`config.mk`:
```
export PLATFORM = sky130hd
export DESIGN_NAME = dvfs_level_lock_limit_arbiter
export DESIGN_NICKNAME = d
export VERILOG_FILES = /design/src/design/dlla_pkg.sv /design/src/design/dvfs_level_lock_limit_arbiter.sv
export SDC_FILE = /design/constraint.sdc
export NUM_CORES = 1
export LEC_CHECK = 0
export BUFFER_PORTS_ARGS = -buffer_cell sky130_fd_sc_hd__buf_2
export CORE_ASPECT_RATIO = 1.25
export CORE_MARGIN = 1
export CORE_UTILIZATION = 40
export DETAILED_ROUTE_END_ITERATION = 12
export SETUP_SLACK_MARGIN = 0.15
export SKIP_CTS_REPAIR_TIMING = 1
export SLEW_MARGIN = 5
export SYNTH_ARGS = -nofsm -noshare
export SYNTH_HDL_FRONTEND = slang
export SYNTH_SLANG_ARGS = --single-unit
```
`constraint.sdc`:
```
create_clock -name clk -period 3.5 [get_ports clk]
set_clock_uncertainty 0.2 [all_clocks]
set_input_delay 0.35 -clock clk [delete_from_list [all_inputs] [get_ports clk]]
set_output_delay 0.35 -clock clk [all_outputs]
set_load 0.01 [all_outputs]
```
`src/design/dlla_pkg.sv`:
```
// Shared definitions for the performance-level lock and limit arbiter.
// Holds field widths, opcodes, register indexes and default sizes.
// Depends on nothing.
package dlla_pkg;

	localparam int DLLA_NUM_REQ    = 16;
	localparam int DLLA_NUM_LEVELS = 6;

	localparam int LVL_W     = 3;
	localparam int REQ_W     = 4;
	localparam int OP_W      = 3;
	localparam int CFG_IDX_W = 1;
	localparam int CFG_W     = 3;

	typedef logic [LVL_W-1:0] level_t;
	typedef logic [OP_W-1:0]  opcode_t;

	localparam opcode_t OP_QUERY     = 3'd0;
	localparam opcode_t OP_LOCK      = 3'd1;
	localparam opcode_t OP_LOCK_REL  = 3'd2;
	localparam opcode_t OP_LIMIT     = 3'd3;
	localparam opcode_t OP_LIMIT_REL = 3'd4;

	localparam logic [CFG_IDX_W-1:0] REG_ENABLE  = 1'd0;
	localparam logic [CFG_IDX_W-1:0] REG_HIGHEST = 1'd1;

endpackage

```
`src/design/dvfs_level_lock_limit_arbiter.sv`:
```
// Top level of the performance-level lock and limit arbiter.
// Uses dlla_pkg; per-requester lock and limit values live in two small memories.
//
// Each input word yields one result word. Queries, locks, limits, dropped
// operations and releases from an unknown requester are answered in the cycle
// after acceptance. On a valid release the aggregate is rebuilt by reading the
// value memory one entry per cycle through its single read port, and only held
// entries count. One word is in flight at a time; the next is taken once the
// result register is free or being drained. Level 0 is the fastest; lock_level
// is the minimum over held locks (slowest level on reset) and limit_level the
// maximum over held limits, starting from highest_supported_level after a
// release. The user must write configuration only while idle; it is not enforced.
module dvfs_level_lock_limit_arbiter
	import dlla_pkg::*;
#(
	parameter int NUM_REQUESTERS = DLLA_NUM_REQ,
	parameter int NUM_LEVELS     = DLLA_NUM_LEVELS
) (
	input  logic                 clk,
	input  logic                 arst_n,
	input  logic                 cfg_wen,
	input  logic [CFG_IDX_W-1:0] cfg_idx,
	input  logic [CFG_W-1:0]     cfg_wdata,
	input  logic                 s_axis_tvalid,
	output logic                 s_axis_tready,
	// requester [3:0], level [6:4], zero [7]
	input  logic [7:0]           s_axis_tdata,
	// opcode [2:0]
	input  logic [OP_W-1:0]      s_axis_tuser,
	output logic                 m_axis_tvalid,
	input  logic                 m_axis_tready,
	// clamped_level [2:0], lock_level [5:3], limit_level [8:6],
	// already_held [9], ignored_disabled [10], zero [15:11]
	output logic [15:0]          m_axis_tdata
);

	localparam int IDX_W = (NUM_REQUESTERS > 1) ? $clog2(NUM_REQUESTERS) : 1;
	localparam logic [IDX_W-1:0] LAST_IDX = IDX_W'(NUM_REQUESTERS - 1);
	localparam level_t SLOWEST = LVL_W'(NUM_LEVELS - 1);

	localparam logic [1:0] ST_IDLE = 2'd0;
	localparam logic [1:0] ST_SCAN = 2'd1;
	localparam logic [1:0] ST_LAST = 2'd2;

	logic [1:0] state_q;

	logic   enable_q;
	level_t highest_q;

	logic [NUM_REQUESTERS-1:0] lock_held_q;
	logic [NUM_REQUESTERS-1:0] limit_held_q;
	level_t lock_agg_q;
	level_t limit_agg_q;

	level_t lock_mem [NUM_REQUESTERS];
	level_t limit_mem [NUM_REQUESTERS];
	level_t lock_rd_s1;
	level_t limit_rd_s1;

	logic [IDX_W-1:0] cnt_q;
	logic             scan_lim_q;
	logic             rd_vld_s1;
	logic [IDX_W-1:0] rd_idx_s1;
	level_t           acc_q;

	logic   m_tvalid_q;
	level_t out_clamp_q;
	level_t out_lock_q;
	level_t out_limit_q;
	logic   out_held_q;
	logic   out_dis_q;

	// Input decode
	opcode_t          op;
	logic [REQ_W-1:0] req;
	level_t           lvl_raw;
	level_t           lvl_sat;
	level_t           hi_sat;
	logic             in_range;
	logic [IDX_W-1:0] req_idx;
	logic             accept;

	// Outcome of the current input word
	level_t res_clamp;
	level_t new_lock;
	level_t new_limit;
	logic   res_held;
	logic   res_dis;
	logic   lock_wr;
	logic   limit_wr;
	logic   lock_rel;
	logic   limit_rel;

	// Scan merge
	logic   scan_held;
	level_t scan_data;
	level_t merged;

	assign op       = s_axis_tuser;
	assign req      = s_axis_tdata[3:0];
	assign lvl_raw  = s_axis_tdata[6:4];
	assign lvl_sat  = (lvl_raw > SLOWEST) ? SLOWEST : lvl_raw;
	assign hi_sat   = (highest_q > SLOWEST) ? SLOWEST : highest_q;
	assign in_range = (32'(req) < NUM_REQUESTERS);
	assign req_idx  = IDX_W'(req);

	assign s_axis_tready = (state_q == ST_IDLE) && (!m_tvalid_q || m_axis_tready);
	assign accept        = s_axis_tvalid && s_axis_tready;

	always_comb begin
		res_clamp = '0;
		new_lock  = lock_agg_q;
		new_limit = limit_agg_q;
		res_held  = 1'b0;
		res_dis   = 1'b0;
		lock_wr   = 1'b0;
		limit_wr  = 1'b0;
		lock_rel  = 1'b0;
		limit_rel = 1'b0;
		case (op)
			OP_QUERY: begin
				res_clamp = lvl_sat;
				if (res_clamp > lock_agg_q)
					res_clamp = lock_agg_q;
				if (res_clamp < limit_agg_q)
					res_clamp = limit_agg_q;
			end
			OP_LOCK, OP_LOCK_REL, OP_LIMIT, OP_LIMIT_REL: begin
				if (!enable_q) begin
					res_dis = 1'b1;
				end else if (in_range) begin
					if (op == OP_LOCK) begin
						if (lock_held_q[req_idx]) begin
							res_held = 1'b1;
						end else begin
							lock_wr = 1'b1;
							if (lvl_sat < lock_agg_q)
								new_lock = lvl_sat;
						end
					end else if (op == OP_LIMIT) begin
						if (limit_held_q[req_idx]) begin
							res_held = 1'b1;
						end else begin
							limit_wr = 1'b1;
							if (lvl_sat > limit_agg_q)
								new_limit = lvl_sat;
						end
					end else if (op == OP_LOCK_REL) begin
						lock_rel = 1'b1;
					end else begin
						limit_rel = 1'b1;
					end
				end
			end
			default: ;
		endcase
	end

	// The held mask is stable for the whole scan, so the delayed index suffices.
	always_comb begin
		scan_held = scan_lim_q ? limit_held_q[rd_idx_s1] : lock_held_q[rd_idx_s1];
		scan_data = scan_lim_q ? limit_rd_s1 : lock_rd_s1;
		merged    = acc_q;
		if (rd_vld_s1 && scan_held) begin
			if (scan_lim_q ? (scan_data > acc_q) : (scan_data < acc_q))
				merged = scan_data;
		end
	end

	// Value memories: writes happen only while idle; the read port reads unconditionally,
	// but its data is used only while scanning, when no write can occur.
	always_ff @(posedge clk) begin
		if (accept && lock_wr)
			lock_mem[req_idx] <= lvl_sat;
		lock_rd_s1 <= lock_mem[cnt_q];
	end

	always_ff @(posedge clk) begin
		if (accept && limit_wr)
			limit_mem[req_idx] <= lvl_sat;
		limit_rd_s1 <= limit_mem[cnt_q];
	end

	always_ff @(posedge clk or negedge arst_n) begin
		if (!arst_n) begin
			state_q      <= ST_IDLE;
			enable_q     <= 1'b0;
			highest_q    <= 3'd2;
			lock_held_q  <= '0;
			limit_held_q <= '0;
			lock_agg_q   <= SLOWEST;
			limit_agg_q  <= '0;
			cnt_q        <= '0;
			scan_lim_q   <= 1'b0;
			rd_vld_s1    <= 1'b0;
			acc_q        <= '0;
			m_tvalid_q   <= 1'b0;
		end else begin
			if (cfg_wen) begin
				case (cfg_idx)
					REG_ENABLE:  enable_q  <= cfg_wdata[0];
					REG_HIGHEST: highest_q <= cfg_wdata;
					default: ;
				endcase
			end

			if (state_q == ST_LAST)
				m_tvalid_q <= 1'b1;
			else if (accept && !lock_rel && !limit_rel)
				m_tvalid_q <= 1'b1;
			else if (m_axis_tready)
				m_tvalid_q <= 1'b0;

			case (state_q)
				ST_IDLE: begin
					rd_vld_s1 <= 1'b0;
					if (accept) begin
						lock_agg_q  <= new_lock;
						limit_agg_q <= new_limit;
						if (lock_wr)
							lock_held_q[req_idx] <= 1'b1;
						if (limit_wr)
							limit_held_q[req_idx] <= 1'b1;
						if (lock_rel) begin
							lock_held_q[req_idx] <= 1'b0;
							acc_q      <= SLOWEST;
							scan_lim_q <= 1'b0;
							cnt_q      <= '0;
							state_q    <= ST_SCAN;
						end
						if (limit_rel) begin
							limit_held_q[req_idx] <= 1'b0;
							acc_q      <= hi_sat;
							scan_lim_q <= 1'b1;
							cnt_q      <= '0;
							state_q    <= ST_SCAN;
						end
					end
				end
				ST_SCAN: begin
					rd_vld_s1 <= 1'b1;
					acc_q     <= merged;
					if (cnt_q == LAST_IDX)
						state_q <= ST_LAST;
					else
						cnt_q <= cnt_q + 1'b1;
				end
				ST_LAST: begin
					// The final entry's read data arrives in this cycle.
					rd_vld_s1 <= 1'b0;
					if (scan_lim_q)
						limit_agg_q <= merged;
					else
						lock_agg_q <= merged;
					state_q <= ST_IDLE;
				end
				default: begin
					rd_vld_s1 <= 1'b0;
					state_q   <= ST_IDLE;
				end
			endcase
		end
	end

	always_ff @(posedge clk) begin
		rd_idx_s1 <= cnt_q;
		if (state_q == ST_LAST) begin
			out_clamp_q <= '0;
			out_lock_q  <= scan_lim_q ? lock_agg_q : merged;
			out_limit_q <= scan_lim_q ? merged : limit_agg_q;
			out_held_q  <= 1'b0;
			out_dis_q   <= 1'b0;
		end else if (accept && !lock_rel && !limit_rel) begin
			out_clamp_q <= res_clamp;
			out_lock_q  <= new_lock;
			out_limit_q <= new_limit;
			out_held_q  <= res_held;
			out_dis_q   <= res_dis;
		end
	end

	assign m_axis_tvalid = m_tvalid_q;
	assign m_axis_tdata  = {5'd0, out_dis_q, out_held_q, out_limit_q, out_lock_q, out_clamp_q};

`ifndef NO_ASSERTIONS
	a_ready_only_idle: assert property (@(posedge clk) disable iff (!arst_n)
		s_axis_tready |-> (state_q == ST_IDLE))
		else $error("input taken while a release scan is running");

	a_no_result_in_scan: assert property (@(posedge clk) disable iff (!arst_n)
		(state_q != ST_IDLE) |-> !m_axis_tvalid)
		else $error("result word pending during a release scan");

	a_lock_range: assert property (@(posedge clk) disable iff (!arst_n)
		(lock_agg_q <= SLOWEST) && (limit_agg_q <= SLOWEST))
		else $error("aggregate level beyond the slowest level");

	a_lock_empty: assert property (@(posedge clk) disable iff (!arst_n)
		((state_q == ST_IDLE) && (lock_held_q == '0)) |-> (lock_agg_q == SLOWEST))
		else $error("lock level not at slowest with no lock held");
`endif

endmodule
```
==> reports/metrics.yaml, run 1 <==
logic_synthesis:
  avgSynthCellArea_um2: 12.6
  synth_xor_area_share_pct: 0.217
  synthSimpleGateAreaFrac_pct: 10.5
  ys_ff_latch: 171
  ys.flop_type: "edfxtp_1"
  synth_edf_count: 102
  synth_top_family_by_area: "multiplexers"
  yosys.area_share.adder_pct: 1.86
  syn_area_um2: 8080
  synthArstFlopShare_pct: 31.6
  synth-compound-area-share_pct: 12.6
  ys_types: 63
  syn_inst: 644
  ys_seq_area_share_pct: 58.4
  yosysWarnings: 0
  synthMuxAreaShare_pct: 13.4
global_routing:
  grt_pass1_wl_um: 30400
  grt.total_usage_pct: 19.9
  grt_pass1_vias: 5552
  antenna_found_initial: 0
  grt_max_degree: 40
  grt.overflow.total: 0
power_and_ir_drop:
  p_per_area_nw_per_um2: 702
  switchingPower_w: 0.00224
  intPower_w: 0.00420
  power.leakage_nw: 3.53
  p_sw_share_pct: 34.8
  combPwrFrac_pct: 29.8
  clkPwrFrac_pct: 28.3
  sequentialPowerShare_pct: 42.0
  vdd_drop_max_mv: 0.421
worst_setup_path:
  cp_data_arrival_time_ps: 3350
  crit_chain: "inv_1 -> ha_1 -> o21ai_0 -> and2_1 -> o21ai_0 -> ha_1 -> a21oi_1 -> nand2_1 -> a22o_1 -> a22o_1"
  max_stage_delay_ps: 530
  r2r_cells: 10
  reg2reg_to: "out_clamp_q[0]$_SDFFE_PP0P_"
  cpLargestDelayFamily: "compound AO/OA/AOI/OAI gates"
  end_kind: "register"
  cp_slowest_cell: "dfstp_2"
  startpoint_type: "register"
  r2r_slack_ps: 280
  cp_max_fo: 5
  crit_type: "register to register"
  rr_startpoint: "lock_agg_q[2]$_DFFE_PN1P_"
  crit_start: "lock_agg_q[2]$_DFFE_PN1P_"
  endpoint: "out_clamp_q[0]$_SDFFE_PP0P_"
  crit_cells: 10
  critical_path_buf_inv_count: 1
  worstPathRequired_ps: 3630
route:
  viasPerCell: 5.66
  highest_layer: "met4"
  route.met2.wl_um: 10200
  drt-initial-drc-count: 621
  finalWirelength_um: 19100
  drt-met1-wl_um: 7740
  routedWlPerCell_um: 19.9
  drcViolationCount: 0
  drtAntennaViolNets: 0
  drtPass1Iterations: 6
  wl_met3_um: 681
  vias: 5445
layout:
  syn_to_final_growth_pct: 13.6
  diodes: 0
  layout_commonest_cell: "edfxtp_1"
  n_fill_cell: 1774
  mostFrequentLayoutCells: "edfxtp_1 (102), nor2_1 (59), o21ai_0 (53)"
  nets: 716
  final_layout_size_suffix_gt1_share_pct: 19.2
placement:
  gp_congestion: 0.875
  port_buffers: 31
  place_hpwl_um: 13900
clocking:
  cts_root_buf: "clkbuf_16"
  clk_latency_ps: 440
  cts_tree: "done"
  numClockSinks: 171
  path_clk_slew_ps: 70
  clk_path_buf_depth: 2
  h-tree-depth: 4
  cts_made_buffers: 17
worst_hold_path:
  hold_start: "cfg_idx"
  hold_depth: 3
  hold_class: "primary input to register"
sta:
  finalSetupViolations: 0
  slew_headroom_pct: 38.4
  fmax_ghz: 0.311
  hold_ws_ps: 82.3
  fin_crit_ps: 3220
  tightest_slew_ps: 924
  fin_crit_sh_pct: 91.9
  finalMaxSlewViolations: 0
  finalHoldViolCount: 0
  tns_ps: 0
  rsz0062_at_grt: "no"
die:
  die_area_um2: 20800
  dieWidth_um: 129
  die_h_um: 161
  fp-row-count: 57
  core_area_um2: 19600
  floorplan.initialDensity_pct: 41.2
  ioPinCount: 38
run:
  maxCapViolCount: 0
outcome:
  status: "completed"
kinds of logic after synthesis:
kind of cell / after synthesis
AND/OR/NAND/NOR: 179
flip-flops: 171
buffers and inverters: 55
adder cells (fa/ha/maj): 12
XOR/XNOR: 2
other: 1
AO/OA/AOI/OAI: 150
multiplexers: 74
worst min path at each step:
stage / endpoint
6_report: enable_q$_DFFE_PN0P_
4_1_cts: m_axis_tvalid$_DFFE_PN0P_
5_1_grt: enable_q$_DFFE_PN0P_
3_3_place_gp: out_clamp_q[2]$_SDFFE_PP0P_
2_1_floorplan: asynchronous set/reset pin
3_5_place_dp: out_clamp_q[2]$_SDFFE_PP0P_
cell type report:
class                      instances  area, um2  share of cell area, %
sequential                       171       4720                   51.4
multi-input combinational        422       3140                   34.2
clock buffer                      17        425                   4.63
timing repair buffer              56        355                   3.87
tap                              265        332                   3.61
clock inverter                    15        148                   1.61
inverter                          16       60.1                  0.654
through the flow:
| stage | instance area (um2) | util [%] | total power (W) | setup slack [ps] | cells |
|---|---|---|---|---|---|
| final | 9180 | 46.8 | 0.00644 | 283 | 962 |
| after global routing | 9180 | 46.8 | 0.00680 | 174 | 962 |
| after global placement | 8560 | 43.6 | 0.00458 | 340 | 925 |
| after CTS | 9130 | 46.6 | 0.00647 | 339 | 957 |
| after floorplan | 8110 | - | 0.00408 | 202 | 648 |
| after detailed placement | 8560 | 43.6 | 0.00465 | 228 | 925 |
worst min-delay path, stage by stage:
cell	delay, ps
buf_2	90
nor2b_1	40
mux2_2	200
Yosys cell counts, types with 16 or more instances:
master	count	share of area, %
a21oi_1	21	1.3
mux4_2	19	5.3
clkbuf_1	24	1.1
mux2_2	18	2.5
nand2_1	50	2.3
edfxtp_1	102	38
nor2_1	59	2.7
dfrtp_1	51	16
mux2i_1	32	4.0
inv_1	16	0.74
o21ai_0	53	3.3
state kept, by name, indices dropped and copies added, names as in the netlist, named ones only:
signal and cells:
enable_q 1, highest_q 3, acc_q 3, out_lock_q 3
out_limit_q 3, lock_held_q 16, rd_idx_s1 4, rd_vld_s1 1
limit_held_q 1, lock_agg_q 3, limit_rd_s1 3, limit_mem 48
m_axis_tvalid 1, scan_lim_q 1, lock_rd_s1 3, lock_mem 48
out_dis_q 1, cnt_q 4, limit_agg_q 3, state_q 2
out_clamp_q 3, out_held_q 1
power groups by stage:
| stage | registers, W | logic [W] | clock network [W] |
|---|---|---|---|
| 6_report | 0.00271 | 0.00192 | 0.00182 |
| 5_1_grt | 0.00275 | 0.00211 | 0.00194 |
| 4_1_cts | 0.00271 | 0.00191 | 0.00185 |
| 3_5_place_dp | 0.00275 | 0.00190 | 0 |
| 3_3_place_gp | 0.00274 | 0.00184 | 0 |
| 2_1_floorplan | 0.00258 | 0.00150 | 0 |
metal layers:
layer / vias to the layer above / track usage, %
met3: 40 / 3.50
met4: 0 / 9.04
met1: 2728 / 23.9
met5: - / 0
met2: 149 / 34.5
li1: 2528 / -
Power figures use the tool's default switching activity.
==> run 2, diff against run 1 <==
GPL_TIMING_DRIVEN = 0   (was not set)
==> run 2 against run 1 <==
  * Setup slack got worse by 120 ps
  * Sequential power is 4% lower
  * Cell count rose by 1.7%
  * Clock power is 4% higher
  * Register-to-register slack worse by 120 ps
  * Maximum frequency shrank 3.7%
  * Critical path depth decreased by 4
  * Count of clock-buffer cells in the layout up 1
  * Routed wire length grew 5.0%
  * First-iteration DRC count shrank 21%
  * Critical path type unchanged
  * Critical endpoint is now lock_mem[15][2]$_DFFE_PP_
  * Largest power group unchanged
==> reports/metrics.yaml, run 2 (synthesis gave the netlist of run 1 again) <==
outcome:
  status: "completed"
route:
  routedWlPerCell_um: 20.6  # +3.3%
  viasPerCell: 5.60  # -1.1%
  vias: 5477  # +0.59%
  finalWirelength_um: 20100  # +5.0%
  drtAntennaViolNets: 0  # unchanged
  drcViolationCount: 0  # unchanged
  drt-initial-drc-count: 491  # -21%
  drtPass1Iterations: 6  # unchanged
global_routing:
  grt.overflow.total: 0  # unchanged
  grt_util_met3_pct: 3.60  # +0.10 points
  grt_max_degree: 55  # +38%
  antenna_found_initial: 0  # unchanged
  use_met1_pct: 23.7  # -0.12 points
  busiest_layer: "met2"
  use_met2_pct: 36.6  # +2.1 points
  grt_pass1_vias: 5564  # +0.22%
  grt_pass1_wl_um: 31100  # +2.2%
  grt.total_usage_pct: 20.4  # +0.48 points
layout:
  final_layout_size_suffix_gt1_share_pct: 19.2  # about the same
  diodes: 0  # unchanged
  reg_top3: "limit_mem (48), lock_mem (48), lock_held_q (16)"
  nets: 732  # +2.2%
  mostFrequentLayoutCells: "edfxtp_1 (102), o21ai_0 (52), nor2_1 (50), nand2_1 (50), dfrtp_1 (50)"
  n_fill_cell: 1747  # -1.5%
  syn_to_final_growth_pct: 14.6
  multi_input_area_um2: 3190  # +1.4%
  regArea_um2: 4720  # unchanged
  final_util_pct: 47.2  # +0.40 points
  layout_commonest_cell: "edfxtp_1"
placement:
  gp_congestion: 0.881  # +0.69%
  place_hpwl_um: 14500  # +3.9%
  port_buffers: 26  # -16%
  pre_cts_slack_ps: -612  # -840 ps
worst_setup_path:
  startpoint_type: "register"
  r2r_cells: 6  # -4
  worstPathRequired_ps: 3380  # -250 ps
  cp_data_arrival_time_ps: 3220  # -130 ps
  crit_type: "register to register"
  reg2reg_to: "lock_mem[15][2]$_DFFE_PP_"
  r2r_slack_ps: 160  # -120 ps
  cp_max_fo: 10  # +5
  rr_startpoint: "lock_held_q[3]$_DFFE_PN0P_"
  end_kind: "register"
sta:
  rsz0062_at_grt: "yes"
  fin_crit_ps: 3340  # +125 ps
  hold_ws_ps: 77.3  # -5.02 ps
  tightest_slew_ps: 1080  # +154 ps
  fmax_ghz: 0.299  # -3.7%
  finalMaxSlewViolations: 0  # unchanged
  fin_ws_ps: 158  # -125 ps
  finalSetupViolations: 0  # unchanged
  slew_headroom_pct: 28.1  # -10 points
  fin_crit_sh_pct: 95.5  # +3.6 points
  finalHoldViolCount: 0  # unchanged
worst_hold_path:
  hold_start: "cfg_idx"
  hold_end: "enable_q$_DFFE_PN0P_"
  hold_class: "primary input to register"
  hold_depth: 3  # unchanged
die:
  die_h_um: 161  # unchanged
  die_area_um2: 20800  # unchanged
  core_area_um2: 19600  # unchanged
  ioPinCount: 38  # unchanged
  floorplan.initialDensity_pct: 41.2  # unchanged
  dieWidth_um: 129  # unchanged
  fp-row-count: 57  # unchanged
clocking:
  cts_tree: "done"
  clk_path_buf_depth: 2  # unchanged
  numClockSinks: 171  # unchanged
  cts_made_buffers: 17  # unchanged
  path_clk_slew_ps: 70  # about the same
  h-tree-depth: 4  # unchanged
  clk_latency_ps: 440  # about the same
  cts_root_buf: "clkbuf_16"
run:
  maxCapViolCount: 0  # unchanged
power_and_ir_drop:
  power.leakage_nw: 3.52  # about the same
  vdd_drop_max_mv: 0.438  # +4.0%
  finalPower_w: 0.00656  # +1.8%
  p_per_area_nw_per_um2: 708  # +0.90%
[run 2: worst max path at each step]
stage,slack [ps],to,cells after the start,from
3_5_place_dp,-610,out_clamp_q[0]$_SDFFE_PP0P_,12,s_axis_tdata[6]
6_report,160,lock_mem[15][2]$_DFFE_PP_,6,lock_held_q[3]$_DFFE_PN0P_
5_1_grt,30,out_clamp_q[0]$_SDFFE_PP0P_,12,s_axis_tdata[6]
2_1_floorplan,200,out_clamp_q[0]$_SDFFE_PP0P_,12,s_axis_tdata[6]
3_3_place_gp,-430,out_clamp_q[0]$_SDFFE_PP0P_,12,s_axis_tdata[6]
4_1_cts,-140,out_lock_q[2]$_DFFE_PP_,9,scan_lim_q$_DFFE_PN0P_
[run 2: final cells by class]
type | count | area share [%]
buffer | 39 | 2.11
clock buffer | 18 | 4.63
clock inverter | 14 | 1.66
inverter | 16 | 0.649
multi-input combinational | 424 | 34.4
sequential | 171 | 51.0
tap | 265 | 3.58
timing repair buffer | 31 | 1.97
[run 2: metal layers]
| metal | wire length, um | vias to the layer above | part of all wire [%] |
|---|---|---|---|
| li1 | - | 2551 | - |
| met1 | 8140 | 2756 | 40 |
| met2 | 10700 | 134 | 53 |
| met3 | 637 | 36 | 3.2 |
| met4 | 580 | 0 | 2.9 |
| met5 | 0 | - | 0 |
[run 2: through the flow]
stage	std cells	TNS, ps	instance area (um2)
global placement	939	-3560	8570
floorplan	648	0	8110
finish	978	0	9260
CTS	971	-528	9150
detailed placement	939	-6980	8570
global route	978	0	9260
[run 2: critical path, stage by stage, from the launching register on]
cell	delay, ps
dfrtp_1	400
mux4_2	470
or2_2	300
a31oi_1	520
o21ai_0	360
buf_2	290
nor2_1	440
[run 2: power by group]
group	internal [W]	switching, W	leakage [nW]
registers	0.00240	0.000196	1.74
clock network	0.00102	0.000873	0.287
logic	0.000862	0.00121	1.50
total	0.00428	0.00228	3.52
